File: src/rtl/rgb_to_hsi_converter_assert.svh
// Assertion macros for the RGB to HSI converter.
// Both expect a signal named clk, and RHC_ASSERT also rst_n, in the scope where they are used.
`ifndef RGB_TO_HSI_CONVERTER_ASSERT_SVH
`define RGB_TO_HSI_CONVERTER_ASSERT_SVH
`ifndef ASSERT_OFF
// Checked only while out of reset.
`define RHC_ASSERT(lbl, prop) \
  lbl: assert property (@(posedge clk) disable iff (!rst_n) prop) \
    else $error("rgb_to_hsi_converter: assertion failed");
// Checked at every edge, reset included.
`define RHC_ASSERT_ALWAYS(lbl, prop) \
  lbl: assert property (@(posedge clk) prop) \
    else $error("rgb_to_hsi_converter: assertion failed");
`else
`define RHC_ASSERT(lbl, prop)
`define RHC_ASSERT_ALWAYS(lbl, prop)
`endif
`endif

File: src/rtl/rgbhsi_div.sv
// Pipelined restoring divider: one quotient bit per stage, then extra
// stages of delay, set by STAGES.
module rgbhsi_div #(
  parameter int DW     = 24,
  parameter int VW     = 11,
  parameter int QB     = 13,
  parameter int STAGES = 18
) (
  input  logic          clk,
  input  logic          en,
  input  logic [DW-1:0] dividend,
  input  logic [VW-1:0] divisor,
  output logic [QB-1:0] quotient
);

  localparam int CW  = (DW > VW + QB) ? DW : VW + QB;
  localparam int PAD = STAGES - QB;

  logic [CW-1:0] rem_r [QB-1];
  logic [VW-1:0] div_r [QB-1];
  logic [QB-1:0] quo_r [QB];

  // One trial subtraction per stage, most significant quotient bit first.
  for (genvar s = 0; s < QB; s++) begin : g_step
    logic [CW-1:0] rem_i;
    logic [VW-1:0] div_i;
    logic [QB-1:0] quo_i;
    logic [CW-1:0] sub_v;

    if (s == 0) begin : g_first
      assign rem_i = CW'(dividend);
      assign div_i = divisor;
      assign quo_i = '0;
    end else begin : g_next
      assign rem_i = rem_r[s-1];
      assign div_i = div_r[s-1];
      assign quo_i = quo_r[s-1];
    end

    assign sub_v = CW'(div_i) << (QB - 1 - s);

    always_ff @(posedge clk) begin
      if (en) begin
        if (rem_i >= sub_v) begin
          quo_r[s] <= quo_i | (QB'(1) << (QB - 1 - s));
        end else begin
          quo_r[s] <= quo_i;
        end
      end
    end

    // The remainder and divisor are carried only to the stages that need them.
    if (s < QB - 1) begin : g_carry
      always_ff @(posedge clk) begin
        if (en) begin
          rem_r[s] <= (rem_i >= sub_v) ? rem_i - sub_v : rem_i;
          div_r[s] <= div_i;
        end
      end
    end
  end

  // Delay to line the quotient up with the rest of the pipeline.
  if (PAD > 0) begin : g_pad
    logic [QB-1:0] pad_r [PAD];
    always_ff @(posedge clk) begin
      if (en) begin
        pad_r[0] <= quo_r[QB-1];
        for (int k = 1; k < PAD; k++) begin
          pad_r[k] <= pad_r[k-1];
        end
      end
    end
    assign quotient = pad_r[PAD-1];
  end else begin : g_nopad
    assign quotient = quo_r[QB-1];
  end

endmodule

File: config.mk
export PLATFORM = sky130hd
export DESIGN_NAME = rgbhsi_div
export DESIGN_NICKNAME = d
export VERILOG_FILES = /design/src/rtl/rgb_to_hsi_converter_assert.svh /design/src/rtl/rgbhsi_div.sv
export SDC_FILE = /design/constraint.sdc
export NUM_CORES = 1
export LEC_CHECK = 0
export BUFFER_PORTS_ARGS = -buffer_cell sky130_fd_sc_hd__buf_2
export CELL_PAD_IN_SITES_DETAIL_PLACEMENT = 1
export CELL_PAD_IN_SITES_GLOBAL_PLACEMENT = 2
export CORE_MARGIN = 3
export CORE_UTILIZATION = 40
export CTS_CLUSTER_SIZE = 16
export DETAILED_ROUTE_END_ITERATION = 8
export PLACE_DENSITY = 0.69
export SKIP_CTS_REPAIR_TIMING = 1
export SLEW_MARGIN = 30
export SYNTH_ARGS = -nofsm -noshare
export SYNTH_HDL_FRONTEND = slang
export SYNTH_SLANG_ARGS = --single-unit
File: constraint.sdc
create_clock -name clk -period 3.3 [get_ports clk]
set_clock_uncertainty 0.1 [all_clocks]
set_input_delay 0 -clock clk [delete_from_list [all_inputs] [get_ports clk]]
set_output_delay 0 -clock clk [all_outputs]
set_load 0.02 [all_outputs]
# Word level (Yosys, flattened, before mapping)
# Memory sizes are Yosys's and may differ from the RTL's.
# Index checks and enable logic that the tools add are counted.
# totals
register_bits	0
ram_bits	654
inputBits	37
word_cells	147
mem_count	4
# op_classes
add_sub_neg	12
n_lt_le_gt_ge	13
muxes	105
bitwise	13
# memory_table
memory	depth	width	read_ports	rd_ports_with_merged_regs	wr	line_no	source
rem_r	12	24	12	0	12	rgbhsi_div.sv:19	logic [CW-1:0] rem_r [QB-1];
quo_r	13	13	13	0	13	rgbhsi_div.sv:21	logic [QB-1:0] quo_r [QB];
div_r	12	11	12	0	12	rgbhsi_div.sv:20	logic [VW-1:0] div_r [QB-1];
g_pad.pad_r	5	13	5	0	5	rgbhsi_div.sv:65	logic [QB-1:0] pad_r [PAD];
# op_table
operator	count
two-way mux 24 bit	12
two-way mux 13 bit	13
two-way mux 1 bit	80
greater-or-equal comparator 24 x 11 -> 1 bit	1
greater-or-equal comparator 24 x 12 -> 1 bit	1
greater-or-equal comparator 24 x 13 -> 1 bit	1
greater-or-equal comparator 24 x 14 -> 1 bit	1
greater-or-equal comparator 24 x 15 -> 1 bit	1
greater-or-equal comparator 24 x 16 -> 1 bit	1
greater-or-equal comparator 24 x 17 -> 1 bit	1
greater-or-equal comparator 24 x 18 -> 1 bit	1
greater-or-equal comparator 24 x 19 -> 1 bit	1
greater-or-equal comparator 24 x 20 -> 1 bit	1
greater-or-equal comparator 24 x 21 -> 1 bit	1
greater-or-equal comparator 24 x 22 -> 1 bit	1
greater-or-equal comparator 24 x 23 -> 1 bit	1
subtractor 24 x 12 -> 24 bit	1
subtractor 24 x 13 -> 24 bit	1
subtractor 24 x 14 -> 24 bit	1
subtractor 24 x 15 -> 24 bit	1
subtractor 24 x 16 -> 24 bit	1
subtractor 24 x 17 -> 24 bit	1
subtractor 24 x 18 -> 24 bit	1
subtractor 24 x 19 -> 24 bit	1
5 further kinds	17

# Depth between registers and ports, before layout
# Gate-level depths: netlist (run 1).
# An unclocked memory read counts as a cell.
# logic_depth
depth_word	6
depth_mapped	13
mapped_depth_nobuf	12

# Worst setup path after synthesis (run 1)
# OpenSTA, ideal clock, no wires.
# synth_path
path_kind	reg-to-reg
startpoint	mem rem_r[0][36] in the netlist's numbering
endpoint	mem rem_r[0][62] in the netlist's numbering, data pin
t_arrival_ns	2.416
required_time_ns	2.940
setup_slack_ns	0.525
path_stages_with_launch	9
n_path_buf	0
period_less_slack_ns	2.775
cell_sequence	edfxtp_1 ha_1 nor2b_1 o31a_1 o21ai_1 nand2b_1 a311o_1 a311oi_4 mux2_2
# synth_lines
element	line_no
start: declaration	rgbhsi_div.sv:19

==> results.md, run 1 <==
- Status: finished, final reports clean
- Count of final hold-check violations: 0
- Leak: 11.8 nW
- Initial antenna violation count: 2
- Via density: 5.19
- Buffers added on ports: 49
- CP arrival: 3390 ps
- First-pass GRT wire length: 90800 um
- Fin crit share: 95.0%
- Max Transition Viols Final: 0
- Max Freq: 319 MHz
- # Max-Cap Violations: 0
- Slew margin rel.: 40.1%
- CP Launch Type: register
- Detailed-route via count: 16300
- # rows: 95
- Synth Net Count: 2274
- Io pins: 50
- Ys async rst share: 0%
- Worst skew pair latency: 620 ps
- Total GRT Usage: 16.0%
- Slew @ Worst Pin: 899 ps
- Core Box Area: 0.0675 sq mm
- Die area: 0.0716 sq mm
- Post-synthesis cell count: 2082
- Clock transition at path regs: 60 ps
- Critical Path RT: 3550 ps
- Share of cells above drive strength 1: 11.0%
- H-tree depth: 3
- Setup TNS: 0 ps
- Mean Syn Cell Area: 13.2 sq um
- Placed cell area: 0.0288 sq mm
- Synth top area cells: edfxtp_1, ha_1, xor2_1
- CTS sink cnt: 576
- P&R area growth vs syn: 14.6%
- Nets: 2410
- Gpl congestion: 0.814
- Seq/Total Area, Yosys: 63.2%
- R2r startpoint: rem_r[2][27]$_DFFE_PP_
- CTS tree: built
- Crit path kind: register to register
- Setup violators final: 0
- Synthesis-stage register bit count: 576
- Final Hold Slack: 37.6 ps
- Clock power share: 29.6%
- Antenna viol nets, final: 0
- Net Switching: 7.31 mW
- Die X: 268 um
- Distinct cells, synth: 88
- Post-Syn Area: 0.0274 sq mm
- Worst slack at placement: 85.3 ps
- Reg-to-Reg End: rem_r[2][65]$_DFFE_PP_
- DRC violations left: 0
- Type of the tightest min-delay check: input port to register
- Initial Util: 40.6%
- Comb pwr share: 26.3%
- Max Root-Sink Buffers: 3
- Final Util: 46.5%
- Final total power: 24.0 mW
- Hold_sp: dividend[3]
- Power per cell area: 764 mW/mm^2
- Final setup slack of the worst path: 166 ps
- Synth cell count leaders: edfxtp_1, inv_1, ha_1, nor2_1, a21oi_1
- Final Instance Count excl. Fillers: 3147
- Worst Setup End Kind: register
- Reg-to-reg setup timing slack: 170 ps
- Cells on worst reg2reg path: 9
- WHS Endpoint: rem_r[0][3]$_DFFE_PP_
- Initial DRC count: 736
- Post-synth EDFFs: 576
- Pint: 16.7 mW
- Post-synth top area share: 63.2%
- Root Buffer: clkbuf_16
- Die height: 268 um
- Final wirelength: 56800 um
- Hpwl dp: 41400 um
- Largest area contributor in the netlist: edfxtp_1
- Pin count of the biggest net entering global routing: 158
- Dpl cells: 2980
- Sw Share: 30.5%
- Post-layout instance area: 0.0314 sq mm
- Predominant post-synthesis flop cell: edfxtp_1
- CTS Buf Count: 67
- Wirelength per Cell: 18.0 um
- Crit Path Max Fanout: 7
- Sequential Power Share: 44.2%
- Worst hold path depth: 2
- Max IR drop VDD: 0.000523 V
- Vias in the first global route: 17600
- Total grt overflow: 0
- Synth warnings: 0
- Fin crit period: 3130 ps
- TritonRoute pass-1 iters: 5
- Most frequent cell after synthesis: edfxtp_1
- RSZ-0062 raised after global routing: no
[cell type report]
cell class | instances | area, sq um
antenna | 2 | 5.00
clock buffer | 87 | 1750
clock inverter | 36 | 398
fill | 6877 | 36100
inverter | 178 | 668
multi-input combinational | 1270 | 9180
sequential | 576 | 17300
tap | 873 | 1090
timing repair buffer | 125 | 1010
[how the worst max path moves through the flow]
stage / startpoint / end / slack (ps) / depth (start not counted)
final: rem_r[2][27]$_DFFE_PP_ / rem_r[2][65]$_DFFE_PP_ / 170 / 9
after detailed placement: div_r[0][1]$_DFFE_PP_ / rem_r[0][46]$_DFFE_PP_ / 90 / 10
after global placement: rem_r[0][57]$_DFFE_PP_ / rem_r[0][93]$_DFFE_PP_ / 140 / 12
after global routing: rem_r[1][11]$_DFFE_PP_ / rem_r[1][42]$_DFFE_PP_ / 20 / 7
after floorplan: rem_r[0][36]$_DFFE_PP_ / rem_r[0][62]$_DFFE_PP_ / 520 / 8
after CTS: div_r[0][1]$_DFFE_PP_ / rem_r[0][46]$_DFFE_PP_ / 50 / 10
[kinds of logic (layout without fill, tap and decap cells)]
group / count (synthesis) / in the layout / synth area share (%)
buffers and inverters: 236 / 426 / 3.55
other: 0 / 2 / 0
AOI/OAI and AO/OA: 411 / 411 / 9.76
adders and majority gates: 155 / 155 / 7.41
DFF: 576 / 576 / 63.2
and+or+nand+nor: 508 / 508 / 9.50
xor gates and xnor gates: 157 / 157 / 5.02
muxes: 39 / 39 / 1.59
[sequential cells by signal (all words and copies together), names as in the netlist]
register / flops
rem_r: 288
quo_r: 91
g_pad.pad_r: 65
div_r: 132
[critical path: stages (launching register included)]
cell and delay (ps):
edfxtp_1 440, ha_1 330, nor2b_1 150, o31ai_1 440, a31oi_1 230, o21ai_0 280, a21boi_0 140, o21a_1 280
or3_1 350, xnor2_1 130
[layout by cell type, fill, tap and decap left out, types with 67 or more instances in the layout]
master,count
a21oi_1,126
clkbuf_16,67
edfxtp_1,576
ha_1,143
inv_1,177
nand2_1,117
nor2_1,130
o21ai_0,96
xnor2_1,70
xor2_1,87
[layer usage]
layer / share of wire (%) / track usage (%)
met5: 0 / 0
met2: 57 / 32.4
met4: 3.9 / 6.85
met3: 2.5 / 2.76
met1: 37 / 15.8
[power by group through the flow]
stage / registers, mW / logic, mW / clock network, mW
3_5_place_dp: 10.8 / 6.25 / 0
4_1_cts: 10.6 / 6.30 / 7.35
2_1_floorplan: 10.4 / 4.73 / 0
5_1_grt: 10.7 / 7.11 / 7.67
3_3_place_gp: 10.7 / 6.08 / 0
6_report: 10.6 / 6.30 / 7.09
Power figures use the tool's default switching activity.
==> inputs of run 2 (changes only) <==
- CORE_MARGIN: 3 -> 2
- CTS_CLUSTER_SIZE: 16 -> 30
==> run 2 against run 1 <==
Combinational power about the same. Worst setup slack worse by 32 ps. First-iteration DRC count down 11%. Utilization up 0.15 points. Worst hold slack worse by 28 ps. Critical path type is now input port to register. Largest cell class unchanged.
==> results.md, run 2 (same netlist as run 1, synthesis figures left out) <==
- Status: finished, final reports clean
- Count of final hold-check violations: 0 (unchanged)
- Biggest register: rem_r
- Crit path kind: input port to register
- P&R area growth vs syn: 15.0%
- Core Box Area: 0.0675 sq mm (unchanged)
- Root Buffer: clkbuf_16
- DRC violations left: 0 (unchanged)
- Final setup slack of the worst path: 133 ps (-32.2 ps)
- Final wirelength: 56900 um (+0.18%)
- Fin crit period: 3170 ps (+32.2 ps)
- Via density: 5.20 (about the same)
- Max Freq: 316 MHz (-1.0%)
- Io pins: 50 (unchanged)
- TritonRoute pass-1 iters: 4 (-1)
- Worst Setup End Kind: register
- Clock transition at path regs: 60 ps (about the same)
- Share of cells above drive strength 1: 11.0% (+0.034 points)
- # rows: 95 (unchanged)
- Die height: 266 um (-0.75%)
- Die area: 0.0706 sq mm (-1.5%)
- CP Launch Type: input port
- Nets: 2406 (-0.17%)
- Type of the tightest min-delay check: input port to register
- # Max-Cap Violations: 0 (unchanged)
- Total grt overflow: 0 (unchanged)
- Setup violators final: 0 (unchanged)
- Worst slack at placement: 29.7 ps (-55.6 ps)
- Leak: 11.8 nW (+0.29%)
- Pin count of the biggest net entering global routing: 197 (+25%)
- CTS tree: built
- Number of flip-flops in the largest register: 288 (unchanged)
- Max Transition Viols Final: 0 (unchanged)
- Slew @ Worst Pin: 858 ps (-41.4 ps)
- First-pass GRT wire length: 90400 um (-0.42%)
- CTS sink cnt: 576 (unchanged)
- H-tree depth: 3 (unchanged)
- Hpwl dp: 41000 um (-1.1%)
- Detailed-route via count: 16300 (-0.17%)
- Total GRT Usage: 16.2% (+0.16 points)
- Most frequent cells in the layout: edfxtp_1, inv_1, ha_1
- Initial Util: 40.6% (unchanged)
- CTS Buf Count: 66 (-1.5%)
- Final Util: 46.6% (+0.15 points)
- Vias in the first global route: 17600 (+0.20%)
- CP arrival: 3420 ps (+30 ps)
- Final total power: 24.3 mW (+1.3%)
- Initial DRC count: 658 (-11%)
- Gpl congestion: 0.811 (-0.36%)
- RSZ-0062 raised after global routing: no
- Buffers added on ports: 49 (unchanged)
- Power per cell area: 772 mW/mm^2 (+0.99%)
- Worst skew pair latency: 630 ps (about the same)
- Max IR drop VDD: 0.000411 V (-21%)
- Max Root-Sink Buffers: 3 (unchanged)
- Initial antenna violation count: 2 (unchanged)
- Crit Path Max Fanout: 8 (+1)
- Die X: 266 um (-0.75%)
- Fin crit share: 96.0% (+0.98 points)
- Wirelength per Cell: 18.1 um (+0.44%)
- Critical Path RT: 3560 ps (about the same)
- Setup TNS: 0 ps (unchanged)
- Antenna viol nets, final: 0 (unchanged)
- Largest regs: rem_r: 288 flops, div_r: 132 flops, quo_r: 91 flops
- Slew margin rel.: 42.8% (+2.7 points)
- Commonest non-fill, non-tap cell in the layout: edfxtp_1
==> run 2: report_power, final <==
part           leakage [nW]  internal [mW]  total, mW  switching [mW]
Clock                  1.07           4.40       7.42            3.03
Sequential             5.51           9.76       10.6           0.834
Combinational          5.27           2.76       6.28            3.51
==> run 2: path summary, 6_finish.rpt <==
kind | from | end | slack [ps] | depth (start not counted)
worst max-delay path | dividend[12] | rem_r[0][20]$_DFFE_PP_ | 130 | 13
worst min-delay path | divisor[7] | div_r[0][7]$_DFFE_PP_ | 10 | 2
worst max register to register | rem_r[2][27]$_DFFE_PP_ | rem_r[2][65]$_DFFE_PP_ | 180 | 9
worst min register to register | quo_r[1][31]$_DFFE_PP_ | quo_r[1][44]$_DFFE_PP_ | 300 | 0
==> run 2: worst max-delay path: stages <==
cell and delay, ps:
dlygate4sd3_1 570, buf_2 140, inv_1 50, ha_1 220, fa_1 410, nor2b_1 130
o21ai_0 80, nand2b_1 190, a41o_1 170, a31oi_1 130, o21ai_2 360, mux2_2 400
dlygate4sd3_1 570
==> run 2: per-stage QoR <==
| step | hold slack (ps) | area, sq um | instances |
|---|---|---|---|
| after global placement | 90.8 | 28700 | 2975 |
| after CTS | -566 | 31000 | 3094 |
| after floorplan | -1.13 | 27400 | 2082 |
| final | 9.79 | 31500 | 3139 |
| after detailed placement | 95.7 | 28700 | 2975 |
| after global routing | 21.9 | 31500 | 3139 |
==> run 2: per-layer routing <==
| metal | up-vias | part of all wire [%] | GRT usage, % |
|---|---|---|---|
| li1 | 7962 | - | - |
| met4 | 0 | 3.4 | 6.85 |
| met2 | 183 | 57 | 33.0 |
| met3 | 120 | 2.5 | 2.53 |
| met1 | 8050 | 37 | 15.9 |
| met5 | - | 0 | 0 |
==> run 2: final cells by class <==
class	instances	area, sq um
Clock inverter	35	527
Tap cell	873	1090
Antenna cell	1	2.50
Clock buffer	84	1720
Multi-Input combinational cell	1270	9180
Fill cell	6843	36000
Inverter	178	668
Timing Repair Buffer	122	1010
Sequential cell	576	17300
